File: config.mk
export PLATFORM = sky130hd
export DESIGN_NAME = printf_integer_formatter_unit
export DESIGN_NICKNAME = d
export VERILOG_FILES = /design/src/design/pifu_pkg.sv /design/src/design/printf_integer_formatter_unit.sv
export VERILOG_INCLUDE_DIRS = /design/src /design/src/design
export SDC_FILE = /design/constraint.sdc
export NUM_CORES = 1
export LEC_CHECK = 0
export BUFFER_PORTS_ARGS = -buffer_cell sky130_fd_sc_hd__buf_2
export CORE_ASPECT_RATIO = 1.5
export CORE_MARGIN = 2
export CORE_UTILIZATION = 41
export CTS_BUF_LIST = sky130_fd_sc_hd__clkbuf_16
export DETAILED_ROUTE_END_ITERATION = 6
export HOLD_SLACK_MARGIN = 0.06
export MAX_ROUTING_LAYER = met4
export PLACE_DENSITY_LB_ADDON = 0.15
export SYNTH_ARGS = -nofsm -noshare
export SYNTH_HDL_FRONTEND = slang
export SYNTH_SLANG_ARGS = --single-unit
File: constraint.sdc
create_clock -name clk -period 7.8 [get_ports clk]
set_input_delay 0 -clock clk [delete_from_list [all_inputs] [get_ports clk]]
set_output_delay 0 -clock clk [all_outputs]
set_load 0.02 [all_outputs]
File: src/design/printf_integer_formatter_unit_assert.svh
// Assertion macros shared by the integer formatter RTL.
`ifndef PRINTF_INTEGER_FORMATTER_UNIT_ASSERT_SVH
`define PRINTF_INTEGER_FORMATTER_UNIT_ASSERT_SVH

// Same-cycle implication, disabled while reset is asserted.
`define PIFU_ASSERT_IMP(name, clk_i, rstn_i, ante, cons) \
	name: assert property (@(posedge clk_i) disable iff (!rstn_i) (ante) |-> (cons)) \
		else $error("pifu: %m check failed");

// Next-cycle implication, disabled while reset is asserted.
`define PIFU_ASSERT_NXT(name, clk_i, rstn_i, ante, cons) \
	name: assert property (@(posedge clk_i) disable iff (!rstn_i) (ante) |=> (cons)) \
		else $error("pifu: %m check failed");

`endif

File: src/design/pifu_pkg.sv
// Package with types, constants, character helpers and the control program of the formatter.
`default_nettype none

package pifu_pkg;

	// Default field width limit.
	localparam int MAX_WIDTH_DEF = 40;

	// Magnitude and digit store sizes.
	localparam int MAG_W = 64;
	localparam int NDIG = 20;
	localparam int ND_W = $clog2(NDIG + 1);
	localparam int BITS_PER_STEP = 2;
	localparam int CONV_STEPS = MAG_W / BITS_PER_STEP;
	localparam int CONV_W = $clog2(CONV_STEPS);

	// Conversion kinds; any other code formats as decimal.
	localparam logic [1:0] KIND_LHEX = 2'd1;
	localparam logic [1:0] KIND_UHEX = 2'd2;

	// ASCII characters.
	localparam logic [7:0] CH_ZERO  = 8'h30;
	localparam logic [7:0] CH_MINUS = 8'h2D;
	localparam logic [7:0] CH_SPACE = 8'h20;
	localparam logic [7:0] CH_LOW_A = 8'h61;
	localparam logic [7:0] CH_UP_A  = 8'h41;

	// Datapath action selected by a control word.
	typedef enum logic [2:0] {
		ACT_LOAD,
		ACT_CONV,
		ACT_SETUP,
		ACT_LPAD,
		ACT_SIGN,
		ACT_ZERO,
		ACT_DIGIT,
		ACT_RPAD
	} action_t;

	// Condition under which the sequencer jumps to the target step.
	typedef enum logic [1:0] {
		COND_REQ,
		COND_CONV_END,
		COND_ALWAYS,
		COND_SEG_DONE
	} cond_t;

	typedef logic [2:0] step_t;

	localparam step_t STEP_IDLE  = 3'd0;
	localparam step_t STEP_CONV  = 3'd1;
	localparam step_t STEP_SETUP = 3'd2;
	localparam step_t STEP_LPAD  = 3'd3;
	localparam step_t STEP_SIGN  = 3'd4;
	localparam step_t STEP_ZERO  = 3'd5;
	localparam step_t STEP_DIGIT = 3'd6;
	localparam step_t STEP_RPAD  = 3'd7;

	typedef struct packed {
		action_t act;
		cond_t   cond;
		step_t   target;
	} uword_t;

	// Control program: one word per step; the step holds until its condition is met.
	function automatic uword_t ucode_rom(input step_t pc);
		uword_t w;
		unique case (pc)
			STEP_IDLE:  w = '{act: ACT_LOAD,  cond: COND_REQ,      target: STEP_CONV};
			STEP_CONV:  w = '{act: ACT_CONV,  cond: COND_CONV_END, target: STEP_SETUP};
			STEP_SETUP: w = '{act: ACT_SETUP, cond: COND_ALWAYS,   target: STEP_LPAD};
			STEP_LPAD:  w = '{act: ACT_LPAD,  cond: COND_SEG_DONE, target: STEP_SIGN};
			STEP_SIGN:  w = '{act: ACT_SIGN,  cond: COND_SEG_DONE, target: STEP_ZERO};
			STEP_ZERO:  w = '{act: ACT_ZERO,  cond: COND_SEG_DONE, target: STEP_DIGIT};
			STEP_DIGIT: w = '{act: ACT_DIGIT, cond: COND_SEG_DONE, target: STEP_RPAD};
			STEP_RPAD:  w = '{act: ACT_RPAD,  cond: COND_SEG_DONE, target: STEP_IDLE};
		endcase
		return w;
	endfunction

	// ASCII character of one digit in the selected conversion kind.
	function automatic logic [7:0] digit_char(input logic [3:0] nib, input logic [1:0] kind);
		logic [7:0] base;
		base = (kind == KIND_UHEX) ? CH_UP_A : CH_LOW_A;
		if (nib < 4'd10) begin
			return CH_ZERO + {4'h0, nib};
		end
		return base + {4'h0, nib} - 8'd10;
	endfunction

endpackage

`default_nettype wire

File: src/design/printf_integer_formatter_unit.sv
// Integer formatter top level: microcoded sequencer, digit converter and character output.
//
// Channel  Direction  Handshake              Payload
// req      in         req_valid / req_ready  value, conv_kind, precision, field_width,
//                                            zero_pad, left_align
// rsp      out        rsp_valid / rsp_ready  out_char, is_last
//
// One request passes through acceptance, the shift-and-adjust digit converter (two
// magnitude bits per cycle), setup and the five text segments, each segment closing once
// it is empty; the text is 0..41 characters long at the default limit.
// Stalls on rsp hold the character sequencer.
// Reset clears the step counter, counters and the output valid; there is no clearing pass.
`default_nettype none
`include "printf_integer_formatter_unit_assert.svh"

module printf_integer_formatter_unit #(
	parameter int MAX_WIDTH = pifu_pkg::MAX_WIDTH_DEF
) (
	input  wire logic               clk,
	input  wire logic               arst_n,
	input  wire logic               req_valid,
	output logic                    req_ready,
	input  wire logic signed [63:0] value,
	input  wire logic        [1:0]  conv_kind,
	input  wire logic signed [6:0]  precision,
	input  wire logic        [5:0]  field_width,
	input  wire logic               zero_pad,
	input  wire logic               left_align,
	output logic                    rsp_valid,
	input  wire logic               rsp_ready,
	output logic             [7:0]  out_char,
	output logic                    is_last
);

	// Counters hold up to MAX_WIDTH + 1 characters; setup math has one spare bit.
	localparam int CNT_W = $clog2(MAX_WIDTH + 2);
	localparam int A_W = CNT_W + 1;
	localparam int MAG_W = pifu_pkg::MAG_W;
	localparam int NDIG = pifu_pkg::NDIG;
	localparam int ND_W = pifu_pkg::ND_W;
	localparam int BCD_W = 4 * NDIG;
	localparam int CONV_W = pifu_pkg::CONV_W;

	// Sequencer state.
	pifu_pkg::step_t   pc_q;
	pifu_pkg::step_t   pc_d;
	pifu_pkg::uword_t  uw;
	logic              cond_met;

	// Request fields held for the whole request, but for the magnitude, which the converter shifts.
	logic [MAG_W-1:0]  mag_q;
	logic              neg_q;
	logic [1:0]        kind_q;
	logic              prec_pos_q;
	logic              prec_zero_q;
	logic [CNT_W-1:0]  prec_q;
	logic [CNT_W-1:0]  width_q;
	logic              zpad_q;
	logic              left_q;

	// Digit converter.
	logic [BCD_W-1:0]  bcd_q;
	logic [BCD_W-1:0]  bcd_d;
	logic [MAG_W-1:0]  mag_d;
	logic [ND_W-1:0]   nd_q;
	logic              nd_grow;
	logic [pifu_pkg::CONV_W-1:0] conv_cnt_q;
	logic              is_dec;

	// Segment counters.
	logic [CNT_W-1:0]  lpad_q;
	logic              sign_q;
	logic [CNT_W-1:0]  zc_q;
	logic [ND_W-1:0]   dig_q;
	logic [CNT_W-1:0]  rpad_q;
	logic [CNT_W-1:0]  rem_q;

	// Setup results.
	logic [A_W-1:0]    s_nd;
	logic [A_W-1:0]    s_tgt;
	logic [A_W-1:0]    s_zeros;
	logic              s_ow;
	logic [A_W-1:0]    s_zc;
	logic [A_W-1:0]    s_nt;
	logic [A_W-1:0]    s_spaces;

	// Character path.
	logic              seg_zero;
	logic              emit_act;
	logic              emit;
	logic              slot_free;
	logic [7:0]        emit_char;
	logic [ND_W-1:0]   dig_idx;
	logic [3:0]        dig_nib;

	// Output register.
	logic              rsp_valid_q;
	logic [7:0]        out_char_q;
	logic              is_last_q;

	// Input saturation.
	logic [CNT_W-1:0]  prec_in;
	logic [CNT_W-1:0]  width_in;

	assign is_dec = (kind_q != pifu_pkg::KIND_LHEX) && (kind_q != pifu_pkg::KIND_UHEX);
	assign req_ready = (pc_q == pifu_pkg::STEP_IDLE);
	assign slot_free = !rsp_valid_q || rsp_ready;

	// Control word fetch and jump decision.
	always_comb begin
		uw = pifu_pkg::ucode_rom(pc_q);
		unique case (uw.cond)
			pifu_pkg::COND_REQ:      cond_met = req_valid;
			pifu_pkg::COND_CONV_END: cond_met = (conv_cnt_q == '1);
			pifu_pkg::COND_ALWAYS:   cond_met = 1'b1;
			pifu_pkg::COND_SEG_DONE: cond_met = seg_zero;
		endcase
		pc_d = cond_met ? uw.target : pc_q;
	end

	// Saturate precision and width to the field limit.
	always_comb begin
		prec_in = (int'(precision[5:0]) > MAX_WIDTH) ? CNT_W'(MAX_WIDTH) : CNT_W'(precision[5:0]);
		width_in = (int'(field_width) > MAX_WIDTH) ? CNT_W'(MAX_WIDTH) : CNT_W'(field_width);
	end

	// Two shift-and-adjust steps per cycle; the digit count grows by at most one.
	always_comb begin
		bcd_d = bcd_q;
		mag_d = mag_q;
		nd_grow = 1'b0;
		for (int s = 0; s < pifu_pkg::BITS_PER_STEP; s++) begin
			if (is_dec) begin
				for (int i = 0; i < NDIG; i++) begin
					if (bcd_d[4*i +: 4] >= 4'd5) begin
						bcd_d[4*i +: 4] = bcd_d[4*i +: 4] + 4'd3;
					end
				end
			end
			bcd_d = {bcd_d[BCD_W-2:0], mag_d[MAG_W-1]};
			mag_d = {mag_d[MAG_W-2:0], 1'b0};
		end
		for (int i = 0; i < NDIG; i++) begin
			if ((ND_W'(i) == nd_q) && (bcd_d[4*i +: 4] != 4'd0)) begin
				nd_grow = 1'b1;
			end
		end
	end

	// Segment lengths: zeros, sign overwrite, spaces and total length.
	always_comb begin
		if (nd_q == '0) begin
			s_nd = prec_zero_q ? '0 : A_W'(1);
		end else begin
			s_nd = A_W'(nd_q);
		end
		if (prec_pos_q) begin
			s_tgt = A_W'(prec_q);
		end else if (zpad_q && !left_q) begin
			s_tgt = A_W'(width_q);
		end else begin
			s_tgt = '0;
		end
		s_zeros = (s_tgt > s_nd) ? (s_tgt - s_nd) : '0;
		s_ow = !prec_pos_q && (s_zeros != '0) && neg_q;
		s_zc = s_zeros - A_W'(s_ow);
		s_nt = A_W'(neg_q) + s_zc + s_nd;
		s_spaces = (A_W'(width_q) > s_nt) ? (A_W'(width_q) - s_nt) : '0;
	end

	// Digit selection, most significant first.
	always_comb begin
		dig_idx = dig_q - ND_W'(1);
		dig_nib = '0;
		for (int i = 0; i < NDIG; i++) begin
			if (ND_W'(i) == dig_idx) begin
				dig_nib = bcd_q[4*i +: 4];
			end
		end
	end

	// Character source for the current segment.
	always_comb begin
		unique case (uw.act)
			pifu_pkg::ACT_LPAD: begin
				seg_zero = (lpad_q == '0);
				emit_act = 1'b1;
				emit_char = pifu_pkg::CH_SPACE;
			end
			pifu_pkg::ACT_SIGN: begin
				seg_zero = !sign_q;
				emit_act = 1'b1;
				emit_char = pifu_pkg::CH_MINUS;
			end
			pifu_pkg::ACT_ZERO: begin
				seg_zero = (zc_q == '0);
				emit_act = 1'b1;
				emit_char = pifu_pkg::CH_ZERO;
			end
			pifu_pkg::ACT_DIGIT: begin
				seg_zero = (dig_q == '0);
				emit_act = 1'b1;
				emit_char = pifu_pkg::digit_char(dig_nib, kind_q);
			end
			pifu_pkg::ACT_RPAD: begin
				seg_zero = (rpad_q == '0);
				emit_act = 1'b1;
				emit_char = pifu_pkg::CH_SPACE;
			end
			default: begin
				seg_zero = 1'b1;
				emit_act = 1'b0;
				emit_char = pifu_pkg::CH_SPACE;
			end
		endcase
		emit = emit_act && !seg_zero && slot_free;
	end

	// Step counter.
	always_ff @(posedge clk or negedge arst_n) begin
		if (!arst_n) begin
			pc_q <= pifu_pkg::STEP_IDLE;
		end else begin
			pc_q <= pc_d;
		end
	end

	// Request capture and digit conversion.
	always_ff @(posedge clk) begin
		if (uw.act == pifu_pkg::ACT_LOAD && req_valid) begin
			neg_q <= value[63];
			mag_q <= value[63] ? (MAG_W'(0) - MAG_W'(value)) : MAG_W'(value);
			kind_q <= conv_kind;
			prec_pos_q <= !precision[6] && (precision[5:0] != 6'd0);
			prec_zero_q <= (precision == 7'sd0);
			prec_q <= prec_in;
			width_q <= width_in;
			zpad_q <= zero_pad;
			left_q <= left_align;
			bcd_q <= '0;
		end else if (uw.act == pifu_pkg::ACT_CONV) begin
			mag_q <= mag_d;
			bcd_q <= bcd_d;
		end
	end

	// Conversion and segment counters.
	always_ff @(posedge clk or negedge arst_n) begin
		if (!arst_n) begin
			nd_q <= '0;
			conv_cnt_q <= '0;
			lpad_q <= '0;
			sign_q <= 1'b0;
			zc_q <= '0;
			dig_q <= '0;
			rpad_q <= '0;
			rem_q <= '0;
		end else begin
			unique case (uw.act)
				pifu_pkg::ACT_LOAD: begin
					nd_q <= '0;
					conv_cnt_q <= '0;
				end
				pifu_pkg::ACT_CONV: begin
					nd_q <= nd_q + ND_W'(nd_grow);
					conv_cnt_q <= conv_cnt_q + CONV_W'(1);
				end
				pifu_pkg::ACT_SETUP: begin
					lpad_q <= left_q ? '0 : CNT_W'(s_spaces);
					rpad_q <= left_q ? CNT_W'(s_spaces) : '0;
					sign_q <= neg_q;
					zc_q <= CNT_W'(s_zc);
					dig_q <= ND_W'(s_nd);
					rem_q <= CNT_W'(s_nt + s_spaces);
				end
				pifu_pkg::ACT_LPAD: begin
					if (emit) lpad_q <= lpad_q - CNT_W'(1);
				end
				pifu_pkg::ACT_SIGN: begin
					if (emit) sign_q <= 1'b0;
				end
				pifu_pkg::ACT_ZERO: begin
					if (emit) zc_q <= zc_q - CNT_W'(1);
				end
				pifu_pkg::ACT_DIGIT: begin
					if (emit) dig_q <= dig_q - ND_W'(1);
				end
				pifu_pkg::ACT_RPAD: begin
					if (emit) rpad_q <= rpad_q - CNT_W'(1);
				end
			endcase
			if (emit) begin
				rem_q <= rem_q - CNT_W'(1);
			end
		end
	end

	// Output register valid.
	always_ff @(posedge clk or negedge arst_n) begin
		if (!arst_n) begin
			rsp_valid_q <= 1'b0;
		end else if (emit) begin
			rsp_valid_q <= 1'b1;
		end else if (rsp_ready) begin
			rsp_valid_q <= 1'b0;
		end
	end

	// Output register payload.
	always_ff @(posedge clk) begin
		if (emit) begin
			out_char_q <= emit_char;
			is_last_q <= (rem_q == CNT_W'(1));
		end
	end

	assign rsp_valid = rsp_valid_q;
	assign out_char = out_char_q;
	assign is_last = is_last_q;

	// A character is only produced while characters of the request remain.
	`PIFU_ASSERT_IMP(a_emit_has_rem, clk, arst_n, emit, rem_q != '0)
	// The character marked last empties the remaining count.
	`PIFU_ASSERT_NXT(a_last_empties, clk, arst_n, emit && (rem_q == CNT_W'(1)), rem_q == '0)
	// A new request is taken only once all characters of the previous one are out.
	`PIFU_ASSERT_IMP(a_idle_drained, clk, arst_n, req_ready, rem_q == '0)
	// The digit count never passes the digit store.
	`PIFU_ASSERT_IMP(a_nd_range, clk, arst_n, 1'b1, nd_q <= ND_W'(NDIG))
	// Decimal digits stay below ten.
	`PIFU_ASSERT_IMP(a_dec_digit, clk, arst_n,
		(uw.act == pifu_pkg::ACT_DIGIT) && (dig_q != '0) && is_dec, dig_nib < 4'd10)

endmodule

`default_nettype wire

Yosys cells after proc, flatten, opt, wreduce, memory -nomap -nowiden

Memories as Yosys holds them, arrays and structs flattened.
Index checks and enable logic that the tools add are counted.

Flip-flop bits (word level): 216
Bits in read-only memories: 64
Input port bits: 85
Word-level logic and storage cells: 383
Memories: 1

$add $sub $neg: 57
Order comparisons: 45
Eq/ne operators: 58
Mux-type cells: 118
Reduce and logical (&&, ||, !) cells: 82

Memories:

| name             | words | bits a word | read ports | clocked after Yosys merged registers in | write ports | line           | source |
|---|---|---|---|---|---|---|---|
| (name not given) | 8     | 8           | 1          | 0                                       | 0           | pifu_pkg.sv:68 | `unique case (pc)` |

Operators with widths:

| cell                    | count |
|---|---|
| $mux W4                 | 58 |
| $mux W64                | 3 |
| $ge A4 B3 Y1 const B    | 40 |
| $mux W79                | 2 |
| $add A4 B2 Y4 const B   | 38 |
| $eq A4 B5 Y1 const A    | 16 |
| $reduce_bool A4 Y1      | 20 |
| $mux W6                 | 11 |
| $sub A1 B64 Y64 const A | 1 |
| $eq A3 B5 Y1 const A    | 8 |
| $eq A5 B5 Y1 const A    | 8 |
| $pmux W6 S2             | 3 |
| $pmux W5 S2             | 3 |
| $logic_and A1 B1 Y1     | 28 |
| $mux W1                 | 27 |
| $pmux W8 S3             | 1 |
| $sub A6 B1 Y6 const B   | 4 |
| $eq A2 B5 Y1 const A    | 4 |
| $logic_not A6 Y1        | 3 |
| $reduce_bool A2 Y1      | 9 |
| $mux W8                 | 2 |
| $logic_not A5 Y1        | 3 |
| $eq A3 B3 Y1 const B    | 4 |
| $gt A6 B6 Y1 const B    | 2 |
| other kinds (40)        | 62 |

Longest topological paths before layout

Depth after elaboration: 30
Gate-level depth with buffers: 36
Depth with buffers taken out: 34

Worst setup path after synthesis

No wires, ideal clock.

Path kind: reg-to-reg
From: reg left_q
To: reg rem_q[5]
Setup time: 90 ps
Data arrival time: 6,837 ps
Required time: 7,710 ps
Path slack: 872 ps
Cell stages (with the launch flop): 35
Buffers on the path: 2
Period minus slack after synthesis: 6,928 ps
Path through: edfxtp_1 buf_2 nor2b_1 nand2_1 o21ai_0 inv_1 fa_1 nand2b_1 a21oi_1 xor2_1 o32ai_1 a311oi_1 ha_1 fa_1 inv_1 fa_1 inv_1 ha_1 nor2b_1 o21ai_0 a21oi_1 o21a_1 o21ai_0 nor2b_1 or3_1 buf_2 nor2_1 ha_1 a21o_1 a21oi_1 o21bai_1 a21oi_1 xnor3_1 xor2_1 o221ai_1

Word-level cells in the longest chain between the ends: 17
Elaborated cells between the ends (all ways): 19
Classes of those cells: add/sub: 6; order compare: 2; mux: 6; reduce/logical: 5

RTL lines:

| element                                       | line                                 | source |
|---|---|---|
| start, declared                               | printf_integer_formatter_unit.sv:59  | `logic left_q;` |
| start signal, assigned                        | printf_integer_formatter_unit.sv:239 | `left_q <= left_align;` |
| $logic_not A1 Y1 *                            | printf_integer_formatter_unit.sv:159 | `end else if (zpad_q && !left_q) begin` |
| $logic_and A1 B1 Y1 *                         | printf_integer_formatter_unit.sv:159 |  |
| $mux W6 *                                     | printf_integer_formatter_unit.sv:159 |  |
| $mux W6 *                                     | printf_integer_formatter_unit.sv:157 | `if (prec_pos_q) begin` |
| $sub A7 B7 Y7 or $gt A7 B7 Y1 (tied branches) | printf_integer_formatter_unit.sv:164 | `s_zeros = (s_tgt > s_nd) ? (s_tgt - s_nd) : '0;` |
| $mux W7 *                                     | printf_integer_formatter_unit.sv:164 |  |
| $reduce_bool A7 Y1                            | printf_integer_formatter_unit.sv:165 | `s_ow = !prec_pos_q && (s_zeros != '0) && neg_q;` |
| $logic_and A1 B1 Y1 (2 in a row)              | printf_integer_formatter_unit.sv:165 |  |
| $sub A7 B1 Y7 *                               | printf_integer_formatter_unit.sv:166 | `s_zc = s_zeros - A_W'(s_ow);` |
| $add A1 B7 Y7 *                               | printf_integer_formatter_unit.sv:167 | `s_nt = A_W'(neg_q) + s_zc + s_nd;` |
| $add A7 B5 Y7 *                               | printf_integer_formatter_unit.sv:167 |  |
| $sub A6 B6 Y6 or $gt A6 B7 Y1 (tied branches) | printf_integer_formatter_unit.sv:168 | `s_spaces = (A_W'(width_q) > s_nt) ? (A_W'(width_q) - s_nt) : '0;` |
| $mux W6                                       | printf_integer_formatter_unit.sv:168 |  |
| $add A6 B6 Y6 *                               | printf_integer_formatter_unit.sv:274 | `rem_q <= CNT_W'(s_nt + s_spaces);` |
| $mux W6 *                                     | printf_integer_formatter_unit.sv:259 | `unique case (uw.act)` |
| $mux W6 *                                     | printf_integer_formatter_unit.sv:292 | `if (emit) begin` |
| end signal, assigned                          | printf_integer_formatter_unit.sv:274 |  |
| end signal, assigned                          | printf_integer_formatter_unit.sv:293 | `rem_q <= rem_q - CNT_W'(1);` |
| end, declared                                 | printf_integer_formatter_unit.sv:76  | `logic [CNT_W-1:0] rem_q;` |

Every way passes the cells marked *; elsewhere a longest branch is shown, timed or not. The select of a mux whose other input is x is not followed.
A chain may end at the register's enable or synchronous reset.

Worst setup path in the final report

From: reg prec_pos_q
To: reg rem_q[5]

Word-level cells in the longest chain between the ends: 14
Elaborated cells between the ends (all ways): 17
Classes of those cells: add/sub: 6; order compare: 2; mux: 5; reduce/logical: 4

RTL lines:

| element                                       | line                                 | source |
|---|---|---|
| start, declared                               | printf_integer_formatter_unit.sv:54  | `logic prec_pos_q;` |
| start signal, assigned                        | printf_integer_formatter_unit.sv:234 | `prec_pos_q <= !precision[6] && (precision[5:0] != 6'd0);` |
| $mux W6                                       | printf_integer_formatter_unit.sv:157 |  |
| $sub A7 B7 Y7 or $gt A7 B7 Y1 (tied branches) | printf_integer_formatter_unit.sv:164 |  |
| $mux W7                                       | printf_integer_formatter_unit.sv:164 |  |
| $reduce_bool A7 Y1                            | printf_integer_formatter_unit.sv:165 |  |
| $logic_and A1 B1 Y1 (2 in a row)              | printf_integer_formatter_unit.sv:165 |  |
| $sub A7 B1 Y7 *                               | printf_integer_formatter_unit.sv:166 |  |
| $add A1 B7 Y7 *                               | printf_integer_formatter_unit.sv:167 |  |
| $add A7 B5 Y7 *                               | printf_integer_formatter_unit.sv:167 |  |
| $sub A6 B6 Y6 or $gt A6 B7 Y1 (tied branches) | printf_integer_formatter_unit.sv:168 |  |
| $mux W6                                       | printf_integer_formatter_unit.sv:168 |  |
| $add A6 B6 Y6 *                               | printf_integer_formatter_unit.sv:274 |  |
| $mux W6 *                                     | printf_integer_formatter_unit.sv:259 |  |
| $mux W6 *                                     | printf_integer_formatter_unit.sv:292 |  |

Marked as above.

==> flow_summary.ini <==
[status]
status = finished clean

[flow_run]
cap_violations = 0

[global_routing]
grt_pass1_vias = 17200
grt_use_total_pct = 24.2
grt_max_degree = 122
grt-ovfl-total = 0
grt_pass1_wl_um = 87100
antenna_found_initial = 1

[final_layout]
nNetsFinal = 2588
area_growth_pct = 17.2
seq_area_um2 = 5440
multi_input_area_um2 = 11500
num-fill-cells = 4176
layout-drive-gt1-share_pct = 9.78
stdcell_count = 2963

[die]
core_um2 = 42900
die_area_um2 = 45300
die_w_um = 174
rows = 93
start_util_pct = 41.6
chipHeight_um = 260
ios = 96

[clock_tree]
worstSkewPairLatency_ps = 560
postCtsSetupBuffers = 0
numCtsBuffers = 25
cts.sinks = 215
htreeDepth = 1
root_buffer = clkbuf_16
clk_pin_slew_ps = 60
clk_path_buf_depth = 3
cts_tree = yes

[detailed_routing]
dr_wl_met2_um = 28600
wl_met1_um = 21200
routedWlPerCell_um = 18.1
wirelength_um = 53800
routed_via_density = 5.68
dr_total_vias = 16800
dr.pass1.iters = 5
drt_iter0_drc = 879
top_layer_used = met4
drc = 0
ant_nets = 0
routed-wl-met3_um = 1680

[critical_path]
required_ps = 8260
cp-startpoint = prec_pos_q
worstSetupStartpointType = register
path_buf_inv = 2
cp_data_arrival_time_ps = 7760
cp-end-kind = register
cp_max_fo = 14
path_class = register to register
r2r_setup_slack_ps = 500
slowest_delay_ps = 550
worstReg2RegStart = prec_pos_q
crit_slowest_cell = edfxtp_1
path_common_cell = ha_1
critical-path-top-delay-family = compound AO/OA/AOI/OAI gates

[timing]
worstMarginPinSlew_ps = 1050
fin_crit_sh_pct = 93.6
finClkSkew_ps = 14.8
final_hold_viol_count = 0
finalSetupViolCount = 0
slew-limit-headroom_pct = 29.7
fmax_mhz = 137
hold_slack_ps = 77.4
tns_ps = 0
setup_slack_ps = 501
slew_violations = 0
finalCriticalPeriod_ps = 7300

[synth]
ys_top_cells_by_area = edfxtp_1 15%, dfxtp_1 9.0%, ha_1 8.8%
ys_top_cells_by_count = 260 x nand2_1, 219 x o21ai_0, 139 x nor2_1, 135 x inv_1, 125 x ha_1
syn-cell-area_um2 = 17900
syn_inst = 2209
ys_ff_latch = 215
syn_avg_cell_area_um2 = 8.09
synth_top_area_share_pct = 15.3
synth_top_cell_by_area = edfxtp_1
synth_cell_types = 84
yosysWarnings = 0
async_reset_ff_share_pct = 20.5
synth-edff-count = 91
yosys_most_used_dff = edfxtp_1
seq_area_frac_synth_pct = 30.4
syn-num-nets = 2424
yosysMostFrequentCell = nand2_1

[power_and_ir_drop]
p_leak_nw = 8.32
p_total_mw = 8.93
ir_drop_mv = 0.300
power.density_nw_per_um2 = 426

[placed_design]
dp_slack_ps = 142
place_hpwl_um = 38900
finalWeightedCongestion = 0.925
placed_cells = 2803
io_buffers = 94

[min_path]
min_path_type = primary input to async pin
-- routing by layer --
layer,up-vias,global-route usage [%]
li1,8327,-
met1,8007,25.4
met2,372,45.9
met3,136,2.09
met4,0,10.2
met5,-,-
-- final timing paths --
check | cells after the start | to
max in group asynchronous | 3 | nd_q[0]
worst max register to register | 31 | rem_q[5]
worst min-delay path | 3 | rem_q[0]
worst min register to register | 2 | bcd_q[0]
worst max-delay path | 31 | rem_q[5]
min in group clk | 2 | neg_q
-- registers in the layout, indices dropped and copies added, names as in the netlist, 6 cells and up --
name,cells
bcd_q,80
prec_q,6
rem_q,6
zc_q,6
rpad_q,6
mag_q,64
width_q,6
lpad_q,6
out_char,7
-- cell families (layout without fill, tap and decap cells) --
logic type	Yosys count	in the layout	synth area share [%]
flip-flops	215	215	30.4
adder cells (fa/ha/maj)	130	130	9.31
buffers and inverters	244	427	5.25
other	1	2	0.0210
multiplexers	68	68	3.98
XOR/XNOR	119	119	5.95
AND/OR/NAND/NOR	779	779	21.9
AO/OA/AOI/OAI	653	653	23.2
-- layout make-up --
type	instances	area share (%)
multi-input cells	1750	55.2
flip-flops and latches	215	26.0
repair buffers	241	8.87
well taps	570	3.41
clock buffers	25	2.99
inverters	140	2.52
clock inverters	21	1.09
diodes	1	0.0120
-- cells in the final DEF (no fill, tap or decap), types with 46 or more instances in the layout --
| master | Yosys | layout |
|---|---|---|
| a21oi_1 | 111 | 110 |
| buf_2 | 15 | 94 |
| dfxtp_1 | 80 | 80 |
| dlygate4sd3_1 | 0 | 113 |
| edfxtp_1 | 91 | 91 |
| ha_1 | 125 | 124 |
| inv_1 | 135 | 137 |
| nand2_1 | 260 | 259 |
| nand2b_1 | 62 | 62 |
| nand3_1 | 50 | 50 |
| nor2_1 | 139 | 137 |
| nor3_1 | 50 | 50 |
| o211ai_1 | 46 | 46 |
| o21ai_0 | 219 | 217 |
| xnor2_1 | 51 | 51 |
| xor2_1 | 66 | 65 |
-- worst reg2reg max path: cells and delay by family, from the launching register on --
family	cells	cell delay (ps)
buffers and inverters	2	260
DFF	1	550
adders and majority gates	7	2360
and+or+nand+nor	6	1000
AOI/OAI and AO/OA	13	2410
xor gates and xnor gates	3	650
-- timing repair --
action / CTS / global route
endpoints found under the hold margin: 130 / 0
setup endpoints to repair: 0 / 2
hold buffers: 113 / 0
gates resized for setup: 0 / 6
-- power breakdown --
| part | total, mW | leakage (nW) | switching, mW | internal, mW |
|---|---|---|---|---|
| registers | 2.11 | 2.05 | 0.416 | 1.69 |
| logic | 5.56 | 5.85 | 3.42 | 2.14 |
| clock network | 1.26 | 0.422 | 0.515 | 0.748 |
| total | 8.93 | 8.32 | 4.35 | 4.58 |
-- through the flow --
step | utilization, % | instance area, um^2
final | 48.8 | 20900
after global routing | 48.8 | 20900
after CTS | 48.7 | 20900
after detailed placement | 44.1 | 18900
after global placement | 44.1 | 18900
after floorplan | - | 17900
(Power assumes the default switching activity.)
